<file path="config.mk">
export PLATFORM = sky130hd
export DESIGN_NAME = running_mean_variance_stdev_unit
export DESIGN_NICKNAME = d
export VERILOG_FILES = /design/src/rtl/rmv_pkg.sv /design/src/rtl/rmv_alu.sv /design/src/rtl/rmv_finish.sv /design/src/rtl/running_mean_variance_stdev_unit.sv
export SDC_FILE = /design/constraint.sdc
export NUM_CORES = 2
export LEC_CHECK = 0
export BUFFER_PORTS_ARGS = -buffer_cell sky130_fd_sc_hd__buf_4
export CORE_MARGIN = 2
export CORE_UTILIZATION = 50
export CTS_BUF_LIST = sky130_fd_sc_hd__clkbuf_16
export DETAILED_ROUTE_END_ITERATION = 6
export PLACE_DENSITY = 0.66
export SLEW_MARGIN = 25
export SYNTH_ARGS = -nofsm -noshare
export SYNTH_HDL_FRONTEND = slang
export SYNTH_SLANG_ARGS = --single-unit
</file>
<file path="constraint.sdc">
create_clock -name i_clk -period 13.05 [get_ports i_clk]
set_input_delay 1.305 -clock i_clk [delete_from_list [all_inputs] [get_ports i_clk]]
set_output_delay 1.305 -clock i_clk [all_outputs]
set_load 0.02 [all_outputs]
</file>
<file path="src/rtl/rmv_pkg.sv">
// Shared widths, register indexes and transaction types for the running
// mean / variance / standard deviation unit.
// No dependencies; imported by every module under rtl/.
package rmv_pkg;

    localparam int CAPACITY = 128;
    localparam int SAMPLE_W = 16;
    localparam int COUNT_W  = 8;
    localparam int SUM_W    = 24;
    localparam int SUMSQ_W  = 38;
    localparam int XING_W   = 7;
    localparam int MEAN_W   = 24;
    localparam int VAR_W    = 39;
    localparam int SD_W     = 24;
    localparam int CFG_W    = 16;

    // width of the shared subtract/compare unit (root step is the widest)
    localparam int ALU_W    = 27;

    localparam logic signed [SAMPLE_W-1:0] END_MARKER_RST = 16'sd9999;
    localparam logic [COUNT_W-1:0]         SET_LIMIT_RST  = 8'd100;

    typedef enum logic {
        CFG_END_MARKER = 1'b0,
        CFG_SET_LIMIT  = 1'b1
    } t_cfg_idx;

    // snapshot of a closed set, handed to the finishing sequencer
    typedef struct packed {
        logic [COUNT_W-1:0]        count;
        logic signed [SUM_W-1:0]   sum;
        logic [SUMSQ_W-1:0]        sumsq;
        logic [XING_W-1:0]         xings;
        logic                      overflow;
    } t_stats;

    typedef struct packed {
        logic [COUNT_W-1:0]        sample_count;
        logic signed [MEAN_W-1:0]  mean_q8;
        logic [VAR_W-1:0]          variance_q8;
        logic [SD_W-1:0]           std_dev_q8;
        logic [XING_W-1:0]         zero_crossings;
        logic                      overflow;
        logic                      empty_set;
    } t_result;

endpackage

</file>
<file path="src/rtl/rmv_alu.sv">
// Shared subtract/compare unit used by every divide and square-root step.
// Depends on rmv_pkg (ALU_W).
module rmv_alu (
    input  logic [rmv_pkg::ALU_W-1:0] i_a,
    input  logic [rmv_pkg::ALU_W-1:0] i_b,
    output logic [rmv_pkg::ALU_W-1:0] o_diff,
    output logic                      o_ge
);
    import rmv_pkg::*;

    logic [ALU_W:0] w_full;

    assign w_full = {1'b0, i_a} - {1'b0, i_b};
    assign o_diff = w_full[ALU_W-1:0];
    assign o_ge   = ~w_full[ALU_W];

endmodule

</file>
<file path="src/rtl/rmv_finish.sv">
// Finishing sequencer: products, then mean divide, variance divide and square
// root, the last three stepping through one shared subtract/compare unit.
// Depends on rmv_pkg and rmv_alu.
module rmv_finish (
    input  logic             i_clk,
    input  logic             i_rst_n,
    input  logic             i_start,
    input  rmv_pkg::t_stats  i_stats,
    input  logic             i_ack,
    output logic             o_done,
    output rmv_pkg::t_result o_result
);
    import rmv_pkg::*;

    localparam int AM_W     = SUM_W - 1;           // |sum| <= CAPACITY * 2^15
    localparam int PROD_W   = 46;
    localparam int D_W      = 45;
    localparam int N2_W     = 15;
    localparam int DVD_W    = D_W + 16;            // 61
    localparam int REM_W    = 16;
    localparam int QUO_W    = 48;
    localparam int SREM_W   = 25;
    localparam int CNT_W    = 6;
    localparam int DIVM_STEPS = AM_W + 8;          // 31
    localparam int DIVV_STEPS = DVD_W;             // 61
    localparam int SQRT_STEPS = SD_W;              // 24

    typedef enum logic [2:0] {
        F_IDLE, F_MUL, F_DIFF, F_DIVM, F_DIVV, F_SQRT, F_DONE
    } t_fstate;

    t_fstate                   r_state;
    logic [CNT_W-1:0]          r_cnt;
    logic [COUNT_W-1:0]        r_n;
    logic [AM_W-1:0]           r_am;
    logic                      r_neg;
    logic [SUMSQ_W-1:0]        r_sumsq;
    logic [XING_W-1:0]         r_xings;
    logic                      r_ovf;
    logic [PROD_W-1:0]         r_nsq;
    logic [PROD_W-1:0]         r_am2;
    logic [N2_W-1:0]           r_n2;
    logic [D_W-1:0]            r_d;
    logic [DVD_W-1:0]          r_dvd;
    logic [N2_W-1:0]           r_dvsr;
    logic [REM_W-1:0]          r_rem;
    logic [QUO_W-1:0]          r_quo;
    logic [SREM_W-1:0]         r_srem;
    logic [SD_W-1:0]           r_root;
    logic signed [MEAN_W-1:0]  r_mean;
    logic [VAR_W-1:0]          r_var;
    logic [SD_W-1:0]           r_sd;

    logic [REM_W:0]            w_div_t;
    logic [ALU_W-1:0]          w_sq_t;
    logic [ALU_W-1:0]          w_alu_a;
    logic [ALU_W-1:0]          w_alu_b;
    logic [ALU_W-1:0]          w_diff;
    logic                      w_ge;
    logic [QUO_W-1:0]          n_quo;
    logic [SD_W-1:0]           n_root;
    logic [SUM_W-1:0]          w_abs;

    assign w_div_t = {r_rem, r_dvd[DVD_W-1]};
    assign w_sq_t  = {r_srem, r_quo[QUO_W-1 -: 2]};
    assign n_quo   = {r_quo[QUO_W-2:0], w_ge};
    assign n_root  = {r_root[SD_W-2:0], w_ge};
    assign w_abs   = i_stats.sum[SUM_W-1] ? (-i_stats.sum) : i_stats.sum;

    always_comb begin
        case (r_state)
            F_DIVM, F_DIVV: begin
                w_alu_a = ALU_W'(w_div_t);
                w_alu_b = ALU_W'(r_dvsr);
            end
            F_SQRT: begin
                w_alu_a = w_sq_t;
                w_alu_b = ALU_W'({r_root, 2'b01});
            end
            default: begin
                w_alu_a = '0;
                w_alu_b = '0;
            end
        endcase
    end

    rmv_alu u_alu (
        .i_a    (w_alu_a),
        .i_b    (w_alu_b),
        .o_diff (w_diff),
        .o_ge   (w_ge)
    );

    always_ff @(posedge i_clk) begin
        if (!i_rst_n) begin
            r_state <= F_IDLE;
            r_cnt   <= '0;
        end else begin
            case (r_state)
                F_IDLE: begin
                    if (i_start) begin
                        r_n     <= i_stats.count;
                        r_am    <= w_abs[AM_W-1:0];
                        r_neg   <= i_stats.sum[SUM_W-1];
                        r_sumsq <= i_stats.sumsq;
                        r_xings <= i_stats.xings;
                        r_ovf   <= i_stats.overflow;
                        r_mean  <= '0;
                        r_var   <= '0;
                        r_sd    <= '0;
                        // empty set skips the arithmetic, stats stay zero
                        r_state <= (i_stats.count == '0) ? F_DONE : F_MUL;
                    end
                end
                F_MUL: begin
                    r_nsq   <= PROD_W'(r_n) * PROD_W'(r_sumsq);
                    r_am2   <= PROD_W'(r_am) * PROD_W'(r_am);
                    r_n2    <= N2_W'(r_n) * N2_W'(r_n);
                    r_state <= F_DIFF;
                end
                F_DIFF: begin
                    r_d     <= D_W'(r_nsq - r_am2);
                    r_dvd   <= {r_am, 8'b0, (DVD_W-AM_W-8)'(0)};
                    r_dvsr  <= N2_W'(r_n);
                    r_rem   <= '0;
                    r_quo   <= '0;
                    r_cnt   <= CNT_W'(DIVM_STEPS - 1);
                    r_state <= F_DIVM;
                end
                F_DIVM, F_DIVV: begin
                    if (r_cnt != '0) begin
                        r_rem <= w_ge ? w_diff[REM_W-1:0] : w_div_t[REM_W-1:0];
                        r_quo <= n_quo;
                        r_dvd <= {r_dvd[DVD_W-2:0], 1'b0};
                        r_cnt <= r_cnt - 1'b1;
                    end else if (r_state == F_DIVM) begin
                        r_mean  <= r_neg ? -$signed(n_quo[MEAN_W-1:0])
                                         : $signed(n_quo[MEAN_W-1:0]);
                        r_dvd   <= {r_d, 16'b0};
                        r_dvsr  <= r_n2;
                        r_rem   <= '0;
                        r_quo   <= '0;
                        r_cnt   <= CNT_W'(DIVV_STEPS - 1);
                        r_state <= F_DIVV;
                    end else begin
                        // quotient holds variance with 16 fraction bits
                        r_quo   <= n_quo;
                        r_var   <= n_quo[VAR_W+7:8];
                        r_srem  <= '0;
                        r_root  <= '0;
                        r_cnt   <= CNT_W'(SQRT_STEPS - 1);
                        r_state <= F_SQRT;
                    end
                end
                F_SQRT: begin
                    r_srem <= w_ge ? w_diff[SREM_W-1:0] : w_sq_t[SREM_W-1:0];
                    r_root <= n_root;
                    r_quo  <= {r_quo[QUO_W-3:0], 2'b00};
                    r_cnt  <= r_cnt - 1'b1;
                    if (r_cnt == '0) begin
                        r_sd    <= n_root;
                        r_state <= F_DONE;
                    end
                end
                F_DONE: begin
                    if (i_ack) begin
                        r_state <= F_IDLE;
                    end
                end
                default: r_state <= F_IDLE;
            endcase
        end
    end

    assign o_done = (r_state == F_DONE);

    always_comb begin
        o_result.sample_count   = r_n;
        o_result.mean_q8        = r_mean;
        o_result.variance_q8    = r_var;
        o_result.std_dev_q8     = r_sd;
        o_result.zero_crossings = r_xings;
        o_result.overflow       = r_ovf;
        o_result.empty_set      = (r_n == '0);
    end

endmodule

</file>
<file path="src/rtl/running_mean_variance_stdev_unit.sv">
// Running statistics over sets of signed 16-bit samples. Each accepted sample
// is captured, then accumulated into count, sum, sum of squares and crossing
// count, with input stall high while it accumulates. When a set closes, on the
// end marker or on reaching the set limit, input stays stalled while the
// finishing sequencer runs its one subtract/compare unit through a 31-step
// mean divide, a 61-step variance divide and a 24-step square root; an empty
// set skips them. The result register frees the finisher as soon as the
// previous result is taken, and sample input resumes at once.
module running_mean_variance_stdev_unit (
    input  logic                              i_clk,
    input  logic                              i_rst_n,
    input  logic                              i_cfg_we,
    input  logic                              i_cfg_index,
    input  logic [rmv_pkg::CFG_W-1:0]         i_cfg_data,
    input  logic                              i_in_valid,
    output logic                              o_in_stall,
    input  logic signed [rmv_pkg::SAMPLE_W-1:0] i_sample,
    output logic                              o_out_valid,
    input  logic                              i_out_stall,
    output logic [rmv_pkg::COUNT_W-1:0]       o_sample_count,
    output logic signed [rmv_pkg::MEAN_W-1:0] o_mean_q8,
    output logic [rmv_pkg::VAR_W-1:0]         o_variance_q8,
    output logic [rmv_pkg::SD_W-1:0]          o_std_dev_q8,
    output logic [rmv_pkg::XING_W-1:0]        o_zero_crossings,
    output logic                              o_overflow,
    output logic                              o_empty_set
);
    import rmv_pkg::*;

    typedef enum logic [1:0] {S_IDLE, S_ACC, S_CALC} t_state;

    t_state                       r_state;
    logic signed [SAMPLE_W-1:0]   r_end_marker;
    logic [COUNT_W-1:0]           r_set_limit;
    logic signed [SAMPLE_W-1:0]   r_samp;
    logic [COUNT_W-1:0]           r_count;
    logic signed [SUM_W-1:0]      r_sum;
    logic [SUMSQ_W-1:0]           r_sumsq;
    logic signed [SAMPLE_W-1:0]   r_prev;
    logic [XING_W-1:0]            r_xings;
    logic                         r_out_valid;
    t_result                      r_out;

    logic [COUNT_W-1:0]           w_lim;
    logic                         w_mark;
    logic signed [2*SAMPLE_W-1:0] w_sq;
    logic                         w_cross;
    logic                         w_limit_hit;
    logic                         w_start;
    logic                         w_load;
    logic                         w_fin_done;
    logic [COUNT_W-1:0]           n_count;
    logic signed [SUM_W-1:0]      n_sum;
    logic [SUMSQ_W-1:0]           n_sumsq;
    logic [XING_W-1:0]            n_xings;
    t_stats                       w_stats;
    t_result                      w_fin_result;

    always_comb begin
        if (r_set_limit == '0) begin
            w_lim = COUNT_W'(1);
        end else if (r_set_limit > COUNT_W'(CAPACITY)) begin
            w_lim = COUNT_W'(CAPACITY);
        end else begin
            w_lim = r_set_limit;
        end
    end

    assign w_mark  = (r_samp == r_end_marker);
    assign w_sq    = r_samp * r_samp;
    assign w_cross = (r_count != '0) &&
                     (((r_samp < 0) && (r_prev > 0)) || ((r_samp > 0) && (r_prev < 0)));
    assign n_count = r_count + 1'b1;
    assign n_sum   = r_sum + SUM_W'(r_samp);
    assign n_sumsq = r_sumsq + SUMSQ_W'(unsigned'(w_sq));
    assign n_xings = r_xings + XING_W'(w_cross);
    assign w_limit_hit = (n_count >= w_lim);

    // marker closes the set as it stands; otherwise the updated sums close it
    always_comb begin
        if (w_mark) begin
            w_stats = '{count: r_count, sum: r_sum, sumsq: r_sumsq,
                        xings: r_xings, overflow: 1'b0};
        end else begin
            w_stats = '{count: n_count, sum: n_sum, sumsq: n_sumsq,
                        xings: n_xings, overflow: 1'b1};
        end
    end

    assign w_start = (r_state == S_ACC) && (w_mark || w_limit_hit);
    assign w_load  = (r_state == S_CALC) && w_fin_done && (!r_out_valid || !i_out_stall);

    rmv_finish u_finish (
        .i_clk    (i_clk),
        .i_rst_n  (i_rst_n),
        .i_start  (w_start),
        .i_stats  (w_stats),
        .i_ack    (w_load),
        .o_done   (w_fin_done),
        .o_result (w_fin_result)
    );

    always_ff @(posedge i_clk) begin
        if (!i_rst_n) begin
            r_state      <= S_IDLE;
            r_end_marker <= END_MARKER_RST;
            r_set_limit  <= SET_LIMIT_RST;
            r_count      <= '0;
            r_sum        <= '0;
            r_sumsq      <= '0;
            r_prev       <= '0;
            r_xings      <= '0;
            r_out_valid  <= 1'b0;
        end else begin
            if (i_cfg_we) begin
                case (t_cfg_idx'(i_cfg_index))
                    CFG_END_MARKER: r_end_marker <= $signed(i_cfg_data[SAMPLE_W-1:0]);
                    CFG_SET_LIMIT:  r_set_limit  <= i_cfg_data[COUNT_W-1:0];
                    default: ;
                endcase
            end

            // a new result may land in the same cycle the old one is taken
            if (w_load) begin
                r_out_valid <= 1'b1;
            end else if (o_out_valid && !i_out_stall) begin
                r_out_valid <= 1'b0;
            end

            case (r_state)
                S_IDLE: begin
                    if (i_in_valid) begin
                        r_samp  <= i_sample;
                        r_state <= S_ACC;
                    end
                end
                S_ACC: begin
                    if (w_start) begin
                        r_count <= '0;
                        r_sum   <= '0;
                        r_sumsq <= '0;
                        r_prev  <= '0;
                        r_xings <= '0;
                        r_state <= S_CALC;
                    end else begin
                        r_count <= n_count;
                        r_sum   <= n_sum;
                        r_sumsq <= n_sumsq;
                        r_prev  <= r_samp;
                        r_xings <= n_xings;
                        r_state <= S_IDLE;
                    end
                end
                S_CALC: begin
                    if (w_load) begin
                        r_out   <= w_fin_result;
                        r_state <= S_IDLE;
                    end
                end
                default: r_state <= S_IDLE;
            endcase
        end
    end

    assign o_in_stall       = (r_state != S_IDLE);
    assign o_out_valid      = r_out_valid;
    assign o_sample_count   = r_out.sample_count;
    assign o_mean_q8        = r_out.mean_q8;
    assign o_variance_q8    = r_out.variance_q8;
    assign o_std_dev_q8     = r_out.std_dev_q8;
    assign o_zero_crossings = r_out.zero_crossings;
    assign o_overflow       = r_out.overflow;
    assign o_empty_set      = r_out.empty_set;

    a_busy_after_take: assert property (@(posedge i_clk) disable iff (!i_rst_n)
        (i_in_valid && !o_in_stall) |=> o_in_stall)
        else $error("input not stalled after taking a sample");

    a_count_cap: assert property (@(posedge i_clk) disable iff (!i_rst_n)
        r_count <= COUNT_W'(CAPACITY))
        else $error("sample count beyond capacity");

    a_clear_on_close: assert property (@(posedge i_clk) disable iff (!i_rst_n)
        w_start |=> (r_count == '0) && (r_sum == '0) && (r_xings == '0))
        else $error("set state not cleared after close");

    a_empty_zero: assert property (@(posedge i_clk) disable iff (!i_rst_n)
        (o_out_valid && o_empty_set) |-> (o_sample_count == '0) && (o_mean_q8 == '0)
            && (o_variance_q8 == '0) && (o_std_dev_q8 == '0) && !o_overflow)
        else $error("empty set result carries nonzero statistics");

endmodule

</file>
==> summary.txt <==
fin util - 54.6%
Lkg Pwr - 34.2 nW
EDFF count, synth - 606
Arr. time, crit path - 9.88 ns
leading area contributor after synthesis - edfxtp_1
row count - 136
drt drc - 0
final setup fails - 0
Final ANT Viol Nets - 0
pre-CTS WS - 3.89 ns
CP Launch Type - flip-flop
Comb pwr share - 60.0%
vias in the first global route - 49900
Syn Nets - 8348
Fmax - 108 MHz
CTS clk-pin slew, worst paths - 0.06 ns
Worst path slowest cell - edfxtp_1
layout cell share with drive strength beyond 1 - 5.96%
CTS Buf Count - 83
Synth area leaders - edfxtp_1 (26%), fa_1 (25%), ha_1 (8.7%), inv_1 (6.4%), nand2_1 (4.2%)
Fin. Hold Viols - 0
worst-skew pair later-pin latency - 0.71 ns
total negative slack - 0 ns
run status - finished clean
Worst Setup Path Type - flip-flop to flip-flop
CP required - 13.64 ns
area grow syn2layout - 8.31%
Seq cells post-synth - 735
I/O Pins - 144
DR iter-0 viols - 2950
HP Class - flip-flop to flip-flop
Mapped Area - 69400 µm²
CP Max Fanout - 19
RD Place Congestion - 0.889
worst-margin pin slew - 0.952 ns
Root Buffer - clkbuf_16
Final Non-Filler Cells - 8846
Die Footprint - 142000 µm²
met3 routed WL - 8.06 mm
Max stage delay on crit path - 0.73 ns
Flop pwr share - 22.3%
Initial Util - 50.4%
Mean Syn Cell Area - 9.97 µm²
WL per Instance - 18.7 µm
Die X - 376 µm
Final nets - 8372
fin. max-slew vios - 0
Syn Inst Count - 6959
clk_skew - 0.0773 ns
postcts setup bufs - 0
MaxCap Viol Count - 0
placed cell count - 8692
H-Tree Depth - 3
Sink Count - 735
Post-CTS Resized - 0
yosys warns - 0
Async SR Flop Fraction - 0%
highest routed metal layer - met5
Pre-antenna DRT Iters - 6
predominant post-synthesis flop cell - edfxtp_1
Final Cycle Share - 71.2%
unrepaired setup endpoints after global routing - no
Detail Placement HPWL - 123 mm
final WL - 165 mm
switching power - 5.85 mW
Seq/Total Area, Yosys - 30.0%
Via Count - 48400
grt ovf - 0
total core area - 138000 µm²
CP Capture Type - flip-flop
number of diodes - 0
via/cell ratio - 5.47
clock buffer depth - 3
largest net degree at the start of global routing - 86
Total GRT Usage - 23.8%
PwrDens - 179 nW/µm²
relative slew slack - 36.1%
initial antenna violation count - 5
# hold bufs at CTS - 0
CP most frequent cell - fa_1
min Tclk post-route - 9.29 ns
Int Pwr - 7.57 mW
switching fraction of total power - 43.6%
Worst VDD drop - 0.000502 V
first-pass GRT wire length - 269 mm
top-area cell type share of the netlist area - 26.2%
DRT met1 WL - 71.6 mm
die height - 376 µm
Clock power frac - 17.7%
Netlist cell types - 88
IO Port Bufs - 143
met2 wire len - 80.1 mm
Final WS setup - 3.76 ns
CTS tree - built
-- sequential cells by signal, summed over array words and instances (netlist names), 25 cells and up --
signal,flops
u_finish.r_quo,48
u_finish.r_srem,25
r_sumsq,38
u_finish.r_sumsq,38
u_finish.r_d,45
u_finish.r_dvd,45
o_variance_q8,39
u_finish.r_am2,44
u_finish.r_nsq,45
u_finish.r_var,39
-- synthesized netlist by cell type (all sizes together) (131+ instances only) --
cell type and n:
a21oi 345, xnor2 210, o21ai 206, and2 333, ha 485, edfxtp 606
xor2 133, nor2 315, nand2 781, clkbuf 253, inv 1188, fa 866
nor2b 142, a21o 131
-- path summary, 6_finish.rpt --
check	startpoint	to	slack, ns	cells after the start
worst max-delay path	r_samp[2]	r_sumsq[37]	3.76	33
worst min-delay path	u_finish.r_xings[5]	o_zero_crossings[5]	0.41	0
worst max register to register	r_samp[2]	r_sumsq[37]	3.76	33
worst min register to register	u_finish.r_xings[5]	o_zero_crossings[5]	0.41	0
-- worst max-delay path: cells and delay by family, from the launching register on --
family	cells	cell delay (ns)
AOI/OAI and AO/OA	19	4.05
xor gates and xnor gates	1	0.08
adders and majority gates	8	3.77
buffers and inverters	4	0.31
DFF	1	0.73
and+or+nand+nor	1	0.24
-- kinds of logic (layout without fill, tap and decap cells) --
family | count (synthesis) | after routing | synth area share, %
AOI/OAI and AO/OA | 1085 | 1085 | 10.2
xor gates and xnor gates | 343 | 343 | 4.34
adders and majority gates | 1351 | 1351 | 33.7
buffers and inverters | 1468 | 1561 | 7.97
DFF | 735 | 735 | 30.0
muxes | 25 | 25 | 0.386
and+or+nand+nor | 1952 | 1952 | 13.4
-- per-layer routing --
layer / vias up / global-route usage [%]
met2: 1209 / 40.5
met4: 8 / 7.73
li1: 22600 / -
met3: 277 / 2.82
met1: 24300 / 31.8
met5: - / 0
-- area by class of cell --
type	instances	area, µm²
repair buffers	217	1640
fillers	12100	62500
well taps	1794	2240
flip-flops and latches	735	20800
clock inverters	67	628
clock buffers	87	2180
multi-input cells	4756	43200
inverters	1190	4470
-- layout by cell type (no fill, tap or decap), types with 17 or more instances in the layout --
cell type	n
inv_1	1202
fa_1	866
nand2_1	780
edfxtp_1	606
ha_1	485
a21oi_1	340
and2_1	331
nor2_1	311
buf_4	214
xnor2_1	209
o21ai_0	186
nor2b_1	140
xor2_1	133
a21o_1	131
dfxtp_1	128
nand3_1	87
clkbuf_16	87
nor3_1	77
and3_1	68
a22o_1	64
a21boi_0	51
a31oi_1	50
o21a_1	48
nand2b_1	45
o21bai_1	40
or3_1	20
nor4_1	19
nand4_1	18
clkinv_1	18
o21ai_1	17
-- stage by stage --
step           cell area (µm²)  hold slack [ns]  total power [mW]
6_report                 75100            0.412              13.4
5_1_grt                  75100            0.420              14.6
3_3_place_gp             72300            0.401              11.0
4_1_cts                  75100            0.408              13.5
2_1_floorplan            69400            0.400              9.31
3_5_place_dp             72300            0.405              11.1
-- power groups by stage --
| stage | combinational (mW) | clock (mW) | sequential (mW) |
|---|---|---|---|
| final | 8.06 | 2.37 | 2.99 |
| after floorplan | 6.28 | 0 | 3.02 |
| after detailed placement | 8.04 | 0 | 3.04 |
| after CTS | 8.10 | 2.43 | 2.99 |
| after global placement | 7.93 | 0 | 3.04 |
| after global routing | 9.06 | 2.51 | 3.00 |
Power figures use the tool's default switching activity.
